$ cat config.mk
export PLATFORM = sky130hd
export DESIGN_NAME = dc_motor_soft_start_controller
export DESIGN_NICKNAME = d
export VERILOG_FILES = /design/src/rtl/core/dcss_pkg.sv /design/src/rtl/core/dc_motor_soft_start_controller.sv
export SDC_FILE = /design/constraint.sdc
export NUM_CORES = 1
export LEC_CHECK = 0
export ABC_AREA = 1
export ABC_CLOCK_PERIOD_IN_PS = 6600
export BUFFER_PORTS_ARGS = -buffer_cell sky130_fd_sc_hd__buf_2
export CELL_PAD_IN_SITES_DETAIL_PLACEMENT = 2
export CELL_PAD_IN_SITES_GLOBAL_PLACEMENT = 2
export CORE_MARGIN = 5
export CORE_UTILIZATION = 25
export CTS_BUF_LIST = sky130_fd_sc_hd__clkbuf_8
export CTS_CLUSTER_SIZE = 14
export DETAILED_ROUTE_END_ITERATION = 16
export PLACE_DENSITY_LB_ADDON = 0.1
export SLEW_MARGIN = 25
export SYNTH_ARGS = -nofsm -noshare
export SYNTH_HDL_FRONTEND = slang
export SYNTH_SLANG_ARGS = --single-unit
$ cat constraint.sdc
create_clock -name i_clk -period 6.6 [get_ports i_clk]
set_input_delay 1.32 -clock i_clk [delete_from_list [all_inputs] [get_ports i_clk]]
set_output_delay 1.32 -clock i_clk [all_outputs]
set_load 0.01 [all_outputs]
$ cat src/rtl/core/dcss_pkg.sv
// ----------------------------------------------------------------------------
// dcss_pkg: shared definitions for the DC motor soft-start controller
// Command codes, register indexes and fixed limits of the speed ramp,
// the idle counter and the headlight timeout.
// ----------------------------------------------------------------------------
package dcss_pkg;

    localparam int unsigned SpeedW   = 8;
    localparam int unsigned IdleW    = 22;
    localparam int unsigned TimeoutW = 12;
    localparam int unsigned DataW    = 32;
    localparam int unsigned AddrW    = 5;

    localparam logic [SpeedW-1:0] SPEED_MAX = 8'd254;
    localparam logic [IdleW-1:0]  IDLE_MAX  = 22'h3F_FFFF;
    localparam logic [IdleW-1:0]  MS_PER_S  = 22'd1000;

    // drive command codes
    typedef enum logic [1:0] {
        CMD_FORWARD  = 2'd0,
        CMD_BACKWARD = 2'd1,
        CMD_COAST    = 2'd2,
        CMD_BRAKE    = 2'd3
    } t_cmd;

    // input item kind
    typedef enum logic {
        FUNC_DRIVE = 1'b0,
        FUNC_TICK  = 1'b1
    } t_func;

    // headlight modes
    typedef enum logic [1:0] {
        HL_OFF    = 2'd0,
        HL_ON     = 2'd1,
        HL_AUTO   = 2'd2,
        HL_UNUSED = 2'd3
    } t_hl_mode;

    // configuration register indexes (word address)
    typedef enum logic [2:0] {
        REG_DRIVER_TYPE      = 3'd0,
        REG_HEADLIGHT_PRES   = 3'd1,
        REG_BRAKE_LIGHT_PRES = 3'd2,
        REG_HEADLIGHT_MODE   = 3'd3,
        REG_IDLE_TIMEOUT     = 3'd4
    } t_reg_idx;

    // driver types
    localparam logic DRV_BRIDGE = 1'b0;
    localparam logic DRV_PINS   = 1'b1;

endpackage

$ cat src/rtl/core/dc_motor_soft_start_controller.sv
// A beat accepted at the input passes through the input register, then the state
// and result registers, before its result shows.
// One beat per cycle while the result channel is not stalled.
// A stalled result holds the input register; ready drops only when both are full.
// Reset (synchronous, active low) clears speed, direction, idle counter, lights,
// driver levels, configuration and both valid flags.
// ----------------------------------------------------------------------------
// dc_motor_soft_start_controller: soft-start ramp and driver outputs
// Ramps motor speed per drive command, drives a bridge or pin-plus-duty
// driver, controls headlight and brake light, and counts idle milliseconds.
// ----------------------------------------------------------------------------
module dc_motor_soft_start_controller
    import dcss_pkg::*;
(
    input  logic                i_clk,
    input  logic                i_rst_n,
    // configuration port
    input  logic                psel,
    input  logic                penable,
    input  logic                pwrite,
    input  logic [AddrW-1:0]    paddr,
    input  logic [DataW-1:0]    pwdata,
    output logic [DataW-1:0]    prdata,
    output logic                pready,
    // input channel
    input  logic                i_valid,
    output logic                o_ready,
    input  logic                i_func,
    input  logic [1:0]          i_direction_cmd,
    input  logic [SpeedW-1:0]   i_target_duty,
    input  logic [SpeedW-1:0]   i_ramp_step,
    // result channel
    output logic                o_valid,
    input  logic                i_ready,
    output logic [SpeedW-1:0]   o_bridge_a,
    output logic [SpeedW-1:0]   o_bridge_b,
    output logic                o_dir_pin_a,
    output logic                o_dir_pin_b,
    output logic [SpeedW-1:0]   o_duty_out,
    output logic                o_headlight_lit,
    output logic                o_brake_lit,
    output logic [SpeedW-1:0]   o_speed_now,
    output logic                o_direction_now
);

    // configuration registers
    logic                r_cfg_driver_type;
    logic                r_cfg_hl_present;
    logic                r_cfg_bl_present;
    t_hl_mode            r_cfg_hl_mode;
    logic [TimeoutW-1:0] r_cfg_timeout_s;
    logic [IdleW-1:0]    r_cfg_timeout_ms;

    // input register
    logic                r_in_valid;
    t_func               r_func;
    t_cmd                r_cmd;
    logic [SpeedW-1:0]   r_target;
    logic [SpeedW-1:0]   r_step;

    // state, which also forms the result register
    logic                r_out_valid;
    logic [SpeedW-1:0]   r_speed,     n_speed;
    logic                r_direction, n_direction;
    logic [IdleW-1:0]    r_idle_ms,   n_idle_ms;
    logic                r_headlight, n_headlight;
    logic                r_brake,     n_brake;
    logic [SpeedW-1:0]   r_bridge_a,  n_bridge_a;
    logic [SpeedW-1:0]   r_bridge_b,  n_bridge_b;
    logic                r_pin_a,     n_pin_a;
    logic                r_pin_b,     n_pin_b;
    logic [SpeedW-1:0]   r_held_duty, n_held_duty;

    logic                cfg_wr;
    logic                advance;
    logic [SpeedW-1:0]   speed_dec;
    logic [SpeedW-1:0]   tgt_eff;
    logic [SpeedW:0]     sum_up;
    logic [SpeedW:0]     sum_dn;
    logic [SpeedW-1:0]   ramp;

    // --- configuration port ---
    assign pready = 1'b1;
    assign cfg_wr = psel & penable & pwrite & pready;

    // latch register writes; keep the timeout in milliseconds as well
    always_ff @(posedge i_clk) begin
        if (!i_rst_n) begin
            r_cfg_driver_type <= DRV_BRIDGE;
            r_cfg_hl_present  <= 1'b0;
            r_cfg_bl_present  <= 1'b0;
            r_cfg_hl_mode     <= HL_OFF;
            r_cfg_timeout_s   <= '0;
            r_cfg_timeout_ms  <= '0;
        end else if (cfg_wr) begin
            case (t_reg_idx'(paddr[4:2]))
                REG_DRIVER_TYPE:      r_cfg_driver_type <= pwdata[0];
                REG_HEADLIGHT_PRES:   r_cfg_hl_present  <= pwdata[0];
                REG_BRAKE_LIGHT_PRES: r_cfg_bl_present  <= pwdata[0];
                REG_HEADLIGHT_MODE:   r_cfg_hl_mode     <= t_hl_mode'(pwdata[1:0]);
                REG_IDLE_TIMEOUT: begin
                    r_cfg_timeout_s  <= pwdata[TimeoutW-1:0];
                    r_cfg_timeout_ms <= IdleW'(pwdata[TimeoutW-1:0]) * MS_PER_S;
                end
                default: ;
            endcase
        end
    end

    // read back
    always_comb begin
        prdata = '0;
        case (t_reg_idx'(paddr[4:2]))
            REG_DRIVER_TYPE:      prdata[0]          = r_cfg_driver_type;
            REG_HEADLIGHT_PRES:   prdata[0]          = r_cfg_hl_present;
            REG_BRAKE_LIGHT_PRES: prdata[0]          = r_cfg_bl_present;
            REG_HEADLIGHT_MODE:   prdata[1:0]        = r_cfg_hl_mode;
            REG_IDLE_TIMEOUT:     prdata[TimeoutW-1:0] = r_cfg_timeout_s;
            default:              prdata             = '0;
        endcase
    end

    // --- handshake ---
    // advance the held beat once the result slot is free or being emptied
    assign advance = r_in_valid & (~r_out_valid | i_ready);
    assign o_ready = ~r_in_valid | advance;

    always_ff @(posedge i_clk) begin
        if (!i_rst_n) begin
            r_in_valid <= 1'b0;
        end else if (o_ready) begin
            r_in_valid <= i_valid;
        end
    end

    always_ff @(posedge i_clk) begin
        if (o_ready && i_valid) begin
            r_func   <= t_func'(i_func);
            r_cmd    <= t_cmd'(i_direction_cmd);
            r_target <= i_target_duty;
            r_step   <= i_ramp_step;
        end
    end

    // --- ramp arithmetic ---
    always_comb begin
        n_direction = r_direction;
        if (r_speed == '0 && (r_cmd == CMD_FORWARD || r_cmd == CMD_BACKWARD)) begin
            n_direction = r_cmd[0];
        end

        // head back toward zero on a direction change, coast or brake
        speed_dec = (r_speed != '0) ? (r_speed - SpeedW'(1)) : '0;
        tgt_eff   = (r_cmd != t_cmd'({1'b0, n_direction})) ? speed_dec : r_target;

        sum_up = {1'b0, r_speed} + {1'b0, r_step};
        sum_dn = {1'b0, r_speed} - {1'b0, r_step};

        // step equal to target jumps; otherwise step and clamp to 0..254
        if (r_step == tgt_eff) begin
            ramp = (tgt_eff > SPEED_MAX) ? SPEED_MAX : tgt_eff;
        end else if (r_speed < tgt_eff) begin
            ramp = (sum_up > {1'b0, SPEED_MAX}) ? SPEED_MAX : sum_up[SpeedW-1:0];
        end else if (r_speed > tgt_eff) begin
            ramp = sum_dn[SpeedW] ? '0 : sum_dn[SpeedW-1:0];
        end else begin
            ramp = r_speed;
        end
    end

    // --- next state ---
    always_comb begin
        n_speed     = r_speed;
        n_idle_ms   = r_idle_ms;
        n_headlight = r_headlight;
        n_brake     = r_brake;
        n_bridge_a  = r_bridge_a;
        n_bridge_b  = r_bridge_b;
        n_pin_a     = r_pin_a;
        n_pin_b     = r_pin_b;
        n_held_duty = r_held_duty;

        if (r_func == FUNC_TICK) begin
            // count idle milliseconds, saturating
            if (r_idle_ms != IDLE_MAX) begin
                n_idle_ms = r_idle_ms + IdleW'(1);
            end
        end else begin
            // headlight, judged on the speed before the ramp
            if (r_cfg_hl_present) begin
                case (r_cfg_hl_mode)
                    HL_ON:  n_headlight = 1'b1;
                    HL_OFF: n_headlight = 1'b0;
                    HL_AUTO: begin
                        if (r_speed != '0) begin
                            n_idle_ms   = '0;
                            n_headlight = 1'b1;
                        end else if (r_idle_ms > r_cfg_timeout_ms) begin
                            n_headlight = 1'b0;
                        end
                    end
                    default: ;
                endcase
            end

            n_speed = ramp;

            // drive only the configured driver's outputs
            if (r_cfg_driver_type == DRV_BRIDGE) begin
                case (r_cmd)
                    CMD_COAST: begin
                        n_bridge_a = '0;
                        n_bridge_b = '0;
                    end
                    CMD_BRAKE: begin
                        n_bridge_a = SPEED_MAX;
                        n_bridge_b = SPEED_MAX;
                    end
                    default: begin
                        n_bridge_a = n_direction ? ramp : '0;
                        n_bridge_b = n_direction ? '0 : ramp;
                    end
                endcase
            end else begin
                case (r_cmd)
                    CMD_COAST: begin
                        n_pin_a = 1'b0;
                        n_pin_b = 1'b0;
                    end
                    CMD_BRAKE: begin
                        n_pin_a = 1'b1;
                        n_pin_b = 1'b1;
                    end
                    default: begin
                        n_pin_a     = n_direction;
                        n_pin_b     = ~n_direction;
                        n_held_duty = ramp;
                    end
                endcase
            end

            // brake light: slowing down or braking
            if (r_cfg_bl_present) begin
                n_brake = (ramp > tgt_eff) || (r_cmd == CMD_BRAKE);
            end
        end
    end

    // --- state and result registers ---
    always_ff @(posedge i_clk) begin
        if (!i_rst_n) begin
            r_out_valid <= 1'b0;
            r_speed     <= '0;
            r_direction <= 1'b0;
            r_idle_ms   <= '0;
            r_headlight <= 1'b0;
            r_brake     <= 1'b0;
            r_bridge_a  <= '0;
            r_bridge_b  <= '0;
            r_pin_a     <= 1'b0;
            r_pin_b     <= 1'b0;
            r_held_duty <= '0;
        end else begin
            if (advance) begin
                r_out_valid <= 1'b1;
            end else if (i_ready) begin
                r_out_valid <= 1'b0;
            end
            if (advance) begin
                r_speed     <= n_speed;
                r_direction <= (r_func == FUNC_DRIVE) ? n_direction : r_direction;
                r_idle_ms   <= n_idle_ms;
                r_headlight <= n_headlight;
                r_brake     <= n_brake;
                r_bridge_a  <= n_bridge_a;
                r_bridge_b  <= n_bridge_b;
                r_pin_a     <= n_pin_a;
                r_pin_b     <= n_pin_b;
                r_held_duty <= n_held_duty;
            end
        end
    end

    // --- result beat ---
    assign o_valid         = r_out_valid;
    assign o_bridge_a      = r_bridge_a;
    assign o_bridge_b      = r_bridge_b;
    assign o_dir_pin_a     = r_pin_a;
    assign o_dir_pin_b     = r_pin_b;
    assign o_duty_out      = r_held_duty;
    assign o_headlight_lit = r_cfg_hl_present & r_headlight;
    assign o_brake_lit     = r_cfg_bl_present & r_brake;
    assign o_speed_now     = r_speed;
    assign o_direction_now = r_direction;

endmodule

== Word-level counts from Yosys, hierarchy flattened ==
Index checks and enable logic that the tools add are counted.
W data, S select, Z words.
Storage, ports and cells
  flip-flop bits (word level): 116
  input port bits: 63
  output and inout bits: 72
Operators by class
  add/sub/neg operators: 4
  $mul: 1
  $lt $le $gt $ge: 6
  eq/ne operators: 14
  mux-type cells: 28
  bitwise operators: 13
  reductions and logical operators: 27
Operator list (number)
  $mux W22: 5
  $mux W8: 10
  $pmux W8 S2: 2
  $add A22 B1 Y22 const B: 1
  $gt A22 B22 Y1: 1
  $ne A22 B22 Y1 const B: 1
  $mul A12 B7 Y19 const B: 1
  $gt A8 B8 Y1: 2
  $reduce_and A2 Y1: 6
  $mux W10: 1
  $reduce_and A5 Y1: 2
  $add A8 B8 Y9: 1
  $gt A9 B8 Y1 const B: 1
  $reduce_and A3 Y1: 3
  $sub A8 B8 Y9: 1
  $eq A8 B8 Y1: 1
  $gt A8 B8 Y1 const B: 1
  $logic_not A8 Y1: 1
  $lt A8 B8 Y1: 1
  $reduce_bool A2 Y1: 4
  $reduce_bool A8 Y1: 1
  $sub A8 B1 Y8 const B: 1
  $eq A2 B2 Y1 const B: 3
  $eq A3 B2 Y1 const B: 2
  20 further kinds: 40

== Logic depth before layout (Yosys ltp) ==
Gate-level depths: netlist (run 1).
  depth after elaboration: 12
  mapped depth: 30

== Worst setup path before layout (run 1) ==
OpenSTA, ideal clock, no wires.
  path kind: in2reg
  from: input port pwdata[0]
  to: register r_cfg_timeout_ms[18]
  library setup time: 115 ps
  arrival time: 5112 ps
  required time: 6485 ps
  setup slack: 1373 ps
  cell stages on the path: 21
  buffers on the path: 0
  cell sequence: fa_1 inv_1 fa_1 fa_1 inv_1 fa_1 ha_1 a21oi_1 nand2_1 nand2_1 nand2_1 a21oi_1 o21ai_0 a21oi_1 o21bai_1 a21oi_1 nor2_1 nor2_1 xor2_1 o21ai_0 inv_1
On the way
  cells in the longest elaborated chain, start to end: 1
RTL lines
  start: declaration: RTL line dc_motor_soft_start_controller.sv:22  | input logic [DataW-1:0] pwdata,
  $mul A12 B7 Y19: RTL line dc_motor_soft_start_controller.sv:103  | r_cfg_timeout_ms <= IdleW'(pwdata[TimeoutW-1:0]) * MS_PER_S;
  end signal: assignment: RTL line dc_motor_soft_start_controller.sv:103
  end: declaration: RTL line dc_motor_soft_start_controller.sv:52  | logic [IdleW-1:0] r_cfg_timeout_ms;
Every way passes these cells.
A chain may end at the register's enable or synchronous reset.

== Worst setup path after layout (run 1) ==
  from: input port pwdata[1]
  to: register r_cfg_timeout_ms[18]
Same word-level chain as after synthesis.

==> flow_summary.json, run 1 <==
{
  "r2r_start": "o_speed_now[1]",
  "die-area_um2": 39400,
  "coreArea_um2": 35300,
  "antenna_found_initial": 2,
  "status": "finished clean",
  "grt_pass1_wl_um": 47000,
  "min_path_cells": 2,
  "cts-resized-gates": 0,
  "start_kind": "primary input",
  "postCtsSetupBuffers": 0,
  "syn_avg_cell_area_um2": 7.63,
  "hold_viol": 0,
  "relSlewSlack": 0.334,
  "wl_per_cell_um": 17.0,
  "setup_tns_ps": 0,
  "die_x_um": 199,
  "synthesis.area_um2": 8890,
  "cts_tree": "done",
  "row_count": 69,
  "clock_latency_ps": 470,
  "routed_wirelength_um": 29300,
  "p_int_mw": 1.57,
  "drc_errors": 0,
  "cts_buffers": 17,
  "clock_skew_ps": 19.0,
  "postRouteAntennaNets": 0,
  "hold_ws_ps": 454,
  "dr.pass1.iters": 4,
  "async_reset_ff_frac": 0,
  "end_kind": "register",
  "worstHoldStart": "r_cfg_timeout_s[8]",
  "cellLeakagePower_nw": 4.81,
  "drive_gt1_frac": 0.136,
  "track_usage": 0.152,
  "cp_data_arrival_time_ps": 5640,
  "yosys_warnings": 0,
  "clock_path_buffers": 2,
  "synth_seq_cells": 114,
  "vias_per_cell": 4.62,
  "synthCells": 1165,
  "pwr-share-seq": 0.277,
  "swShare": 0.417,
  "cts.sinks": 114,
  "holdPathEnd": "r_cfg_timeout_s[8]",
  "p_clk_frac": 0.278,
  "multiInputGateArea_um2": 5500,
  "fillers": 4176,
  "cp.required_ps": 6960,
  "pwr_density_cell_nw_per_um2": 263,
  "worstPathMaxFanout": 6,
  "dpl.hpwl_um": 23400,
  "regArea_um2": 2470,
  "hold_class": "register to register",
  "h-tree-depth": 4,
  "drv_slew": 0,
  "yosysUniqueCellTypes": 53,
  "rsz0062_at_grt": "no",
  "ir_drop_uv": 123,
  "rrSetupSlack_ps": 1430,
  "setup-violations-final": 0,
  "grt_max_degree": 42,
  "cts-root-buf": "clkbuf_8",
  "ff2ff_path_depth": 29,
  "min_period_over_period": 0.800,
  "synth_flop_cell": "dfxtp_1",
  "diodes": 0,
  "initial_core_util": 0.252,
  "fin_area_um2": 10200,
  "synth_edf_count": 19,
  "maxCapViolations": 0,
  "die_height_um": 199,
  "r2r_end": "r_brake",
  "tightest_slew_ps": 999,
  "area_delta_synth_final_pct": 14.8,
  "fmax_ghz": 0.189,
  "min_period_ps": 5280,
  "grt_overflow": 0,
  "switchingPower_mw": 1.12,
  "path_class": "primary input to register",
  "first_global_vias": 8714,
  "yosysSeqAreaShare": 0.278,
  "ctsHoldBuffers": 0,
  "gp_congestion": 0.744,
  "portBuffers": 91,
  "ioPinCount": 135,
  "drt_iter0_markers": 231,
  "clkTransAtPathRegs_ps": 70,
  "comb_power_share": 0.445,
  "placed_area_um2": 9770,
  "nets": 1456,
  "vias": 7988
}
worst max path at each step:
stage | slack [ps] | from | endpoint
floorplan | 1370 | pwdata[0] | r_cfg_timeout_ms[18]
global placement | 840 | pwdata[1] | r_cfg_timeout_ms[18]
detailed placement | 770 | pwdata[1] | r_cfg_timeout_ms[18]
CTS | 1280 | pwdata[1] | r_cfg_timeout_ms[18]
global route | 910 | o_speed_now[1] | r_brake
finish | 1320 | pwdata[1] | r_cfg_timeout_ms[18]
per-layer routing:
| metal | part of all wire | GRT usage | up-vias |
|---|---|---|---|
| met4 | 0.013 | 0.0327 | 4 |
| li1 | - | - | 3977 |
| met5 | 0.0012 | 0 | - |
| met1 | 0.44 | 0.182 | 3918 |
| met3 | 0.027 | 0.0285 | 23 |
| met2 | 0.52 | 0.284 | 66 |
Yosys cell counts (4+ instances only):
cell type | instances | area share
buf_4 | 21 | 0.018
nor2_2 | 4 | 0.0028
nand2_2 | 11 | 0.0077
o21ai_0 | 76 | 0.043
nor3_1 | 22 | 0.012
nand4_1 | 12 | 0.0084
fa_1 | 40 | 0.090
nand3b_1 | 6 | 0.0051
nor2_1 | 70 | 0.030
o21ai_2 | 5 | 0.0049
nand2_4 | 6 | 0.0076
nand2_1 | 178 | 0.075
ha_1 | 97 | 0.14
a211oi_1 | 4 | 0.0034
xor2_1 | 13 | 0.013
dfxtp_1 | 95 | 0.21
xnor2_1 | 6 | 0.0059
a21oi_1 | 133 | 0.075
o21ai_1 | 10 | 0.0056
edfxtp_1 | 19 | 0.064
nand3_1 | 80 | 0.045
clkbuf_1 | 20 | 0.0084
o21bai_1 | 4 | 0.0034
inv_1 | 184 | 0.078
inv_2 | 7 | 0.0030
critical path, cell delays in order:
cell and delay [ps]:
buf_2 180, fa_1 550, inv_1 60, fa_1 470, fa_1 520, inv_1 60, fa_1 460, ha_1 380
a21oi_1 140, nand2_1 90, nand2_1 70, nand2_1 50, a21oi_1 250, o21ai_0 180, a21oi_1 170, o21bai_1 110
a21oi_1 150, nor2_1 60, nor2_1 100, xor2_1 70, o21ai_0 150, inv_1 50
kinds of logic (layout without fill, tap and decap cells):
| family | after synthesis | in the layout | synth area share |
|---|---|---|---|
| other cells | 2 | 21 | 0.000845 |
| compound gates | 254 | 254 | 0.157 |
| xor+xnor | 19 | 19 | 0.0187 |
| fa+ha+maj | 137 | 137 | 0.227 |
| simple gates | 403 | 403 | 0.208 |
| buf+inv | 236 | 321 | 0.111 |
| flops | 114 | 114 | 0.278 |
registers in the layout, summed over array words and instances (netlist names), 2 cells and up:
signal            cells
r_step                8
o_bridge_a            8
o_speed_now           8
r_idle_ms            22
r_cfg_timeout_s      12
r_target              8
r_cfg_timeout_ms     17
o_duty_out            8
r_cfg_hl_mode         2
o_bridge_b            8
r_cmd                 2
power groups by stage:
stage	Clock (mW)	Sequential, mW	Combinational [mW]
2_1_floorplan	0	0.756	0.897
3_3_place_gp	0	0.761	1.21
3_5_place_dp	0	0.761	1.23
4_1_cts	0.780	0.745	1.24
5_1_grt	0.811	0.746	1.39
6_report	0.747	0.743	1.20
cells in the final DEF, fill, tap and decap left out, drive strengths merged, types with 18 or more instances in the layout:
cell	n
nor2	77
nand2	195
nor3	22
conb	21
nand3	82
a21oi	133
fa	40
clkbuf	18
o21ai	91
dfxtp	95
buf	97
edfxtp	19
inv	194
ha	97
layout make-up:
class                   instances  share of cell area
multi-input cells             834               0.539
flip-flops and latches        114               0.242
inverters                     192              0.0707
well taps                     461              0.0566
repair buffers                 97              0.0491
clock buffers                  18              0.0243
clock inverters                14              0.0175
stage by stage:
step           power [mW]  setup WS, ps  cells   util
2_1_floorplan        1.65          1370   1184      -
3_3_place_gp         1.97           843   1698  0.277
3_5_place_dp         1.99           772   1698  0.277
4_1_cts              2.77          1280   1730  0.289
5_1_grt              2.95           912   1730  0.289
6_report             2.69          1320   1730  0.289
Note: power is estimated with default switching activity, not from simulation.
==> run 2: changes to the inputs <==
--- a/config.mk
+++ b/config.mk
@@ -6,7 +6,7 @@
 export NUM_CORES = 1
 export LEC_CHECK = 0
 export ABC_AREA = 1
-export ABC_CLOCK_PERIOD_IN_PS = 6600
+export ABC_CLOCK_PERIOD_IN_PS = 4500
 export BUFFER_PORTS_ARGS = -buffer_cell sky130_fd_sc_hd__buf_2
 export CELL_PAD_IN_SITES_DETAIL_PLACEMENT = 2
 export CELL_PAD_IN_SITES_GLOBAL_PLACEMENT = 2
==> constraint.sdc (replaced) <==
create_clock -name i_clk -period 4.5 [get_ports i_clk]
set_input_delay 0.9 -clock i_clk [delete_from_list [all_inputs] [get_ports i_clk]]
set_output_delay 0.9 -clock i_clk [all_outputs]
set_load 0.01 [all_outputs]
==> flow_summary.json, run 2 (synthesis results as in run 1) <==
{
  "status": "finished with violations",
  "violations": "setup timing",
  "min_period_over_period": 1.00,
  "vias": 8360,
  "grt_max_degree": 42,
  "grt_pass1_wl_um": 49100,
  "dr.pass1.iters": 4,
  "pre_cts_slack_ps": -609,
  "relSlewSlack": 0.345,
  "hold_class": "register to register",
  "cp_data_arrival_time_ps": 4880,
  "switchingPower_mw": 1.88,
  "end_kind": "register",
  "crit_buf_inv": 4,
  "final_common_cell": "inv_1",
  "die_x_um": 199,
  "holdPathEnd": "r_cfg_timeout_s[7]",
  "ff2ff_path_depth": 30,
  "grt_overflow": 0,
  "tightest_slew_ps": 981,
  "r2r_end": "r_brake",
  "cpPeakStageDelay_ps": 550,
  "drc_errors": 0,
  "rrSetupSlack_ps": 270,
  "coreArea_um2": 35300,
  "swShare": 0.402,
  "worstHoldStart": "r_cfg_timeout_s[7]",
  "ir_drop_uv": 191,
  "routed_wirelength_um": 30800,
  "hold_ws_ps": 458,
  "fmax_ghz": 0.222,
  "p_int_mw": 2.80,
  "min_path_cells": 2,
  "portBuffers": 91,
  "ioPinCount": 135,
  "clkTransAtPathRegs_ps": 80,
  "setup-violations-final": 1,
  "cts_tree": "done",
  "comb_power_share": 0.541,
  "cts.sinks": 114,
  "pwr_density_cell_nw_per_um2": 425,
  "clock_path_buffers": 2,
  "row_count": 69,
  "initial_core_util": 0.252,
  "path_class": "primary input to register",
  "die-area_um2": 39400,
  "first_global_vias": 9304,
  "rsz0062_at_grt": "yes",
  "dpl.hpwl_um": 24600,
  "drive_gt1_frac": 0.212,
  "hold_viol": 0,
  "clock_skew_ps": 22.2,
  "fillers": 4184,
  "start_kind": "primary input",
  "top_register": "r_idle_ms",
  "antenna_found_initial": 0,
  "largest_reg_flops": 22,
  "cpMostUsedCell": "fa_1",
  "crit_chain": "buf_4 -> fa_1 -> inv_1 -> fa_1 -> fa_1 -> inv_2 -> fa_1 -> ha_4 -> a21oi_2 -> nand2_2 -> nand2_2 -> nand2_2 -> a21oi_4 -> o21ai_2 -> a21oi_2 -> o21bai_1 -> a21oi_1 -> nor2_1 -> nor2_1 -> xor2_1 -> o21ai_1 -> inv_1",
  "slowest_stage": "fa_1",
  "nets": 1543,
  "cellLeakagePower_nw": 5.27,
  "h-tree-depth": 4,
  "p_clk_frac": 0.229,
  "fin_area_um2": 11000,
  "vias_per_cell": 4.60,
  "cp.required_ps": 4870,
  "min_period_ps": 4500,
  "maxCapViolations": 0,
  "total_power_mw": 4.68,
  "top_regs": "r_idle_ms x22, r_cfg_timeout_ms x17, r_cfg_timeout_s x12",
  "clock_latency_ps": 490,
  "critPathTopFamily": "adder cells",
  "pwr-share-seq": 0.231,
  "track_usage": 0.159,
  "gp_congestion": 0.763,
  "die_height_um": 199,
  "cts_buffers": 17,
  "placed_area_um2": 10400,
  "drt_iter0_markers": 209,
  "setup_slack_ps": -3.66,
  "drv_slew": 0,
  "setup_tns_ps": -3.66,
  "r2r_start": "o_speed_now[0]",
  "area_delta_synth_final_pct": 23.9,
  "postRouteAntennaNets": 0,
  "wl_per_cell_um": 16.9,
  "worstPathMaxFanout": 3,
  "diodes": 0,
  "cts-root-buf": "clkbuf_8",
  "mostFrequentLayoutCells": "inv_1 (182), nand2_1 (174), a21oi_1 (125)"
}
[run 2: cell types whose count changed in the layout (fill, tap and decap cells not counted), moves of 4 or more]
cell / delta
a21oi_2: +6
a21oi_1: -8
o21ai_0: -5
nand2_1: -4
buf_4: +88
ha_4: +5
ha_1: -5
[run 2: metal layers]
| layer | up-vias | part of all wire | global-route usage |
|---|---|---|---|
| li1 | 4149 | - | - |
| met2 | 76 | 0.54 | 0.306 |
| met3 | 21 | 0.025 | 0.0281 |
| met4 | 0 | 0.0090 | 0.0319 |
| met5 | - | 0 | 0 |
| met1 | 4114 | 0.42 | 0.184 |
[run 2: worst max-delay path by stage]
stage | start | to | slack, ps | depth (start not counted)
after floorplan | pwdata[0] | r_cfg_timeout_ms[18] | -180 | 21
after global placement | pwdata[0] | r_cfg_timeout_ms[18] | -540 | 22
after detailed placement | pwdata[0] | r_cfg_timeout_ms[18] | -610 | 22
after CTS | pwdata[2] | r_cfg_timeout_ms[18] | 4 | 22
after global routing | pwdata[0] | r_cfg_timeout_ms[18] | -230 | 22
final | pwdata[1] | r_cfg_timeout_ms[18] | -4 | 22
[run 2: final cells by class]
type	instances	area, µm²	share of cell area
clock buffer	17	234	0.0212
clock inverter	15	183	0.0166
inverter	192	721	0.0654
multi-input combinational	834	5660	0.514
sequential	114	2470	0.224
tap	461	577	0.0524
timing repair buffer	184	1170	0.106
[run 2: power groups by stage]
stage	sequential, mW	combinational, mW	clock, mW
global placement	1.10	2.28	0
detailed placement	1.10	2.34	0
CTS	1.08	2.40	1.12
global route	1.08	2.86	1.16
finish	1.08	2.53	1.07
floorplan	1.11	1.39	0
[run 2: timing repair]
item,4_1_cts,5_1_grt
pin swaps,5,21
endpoints found under the setup margin,2,7
hold buffers,0,0
gates cloned,0,0
gates resized for setup,2,29
setup buffers,1,6
[run 2: stage by stage]
stage           util  cells
3_5_place_dp   0.295   1778
3_3_place_gp   0.295   1778
2_1_floorplan      -   1184
4_1_cts        0.307   1811
6_report       0.312   1817
5_1_grt        0.312   1817
[run 2: tightest hold or removal path, cell delays in order, from the launching register on]
cell and delay (ps):
dfxtp_1 300, inv_1 60, a21oi_1 50
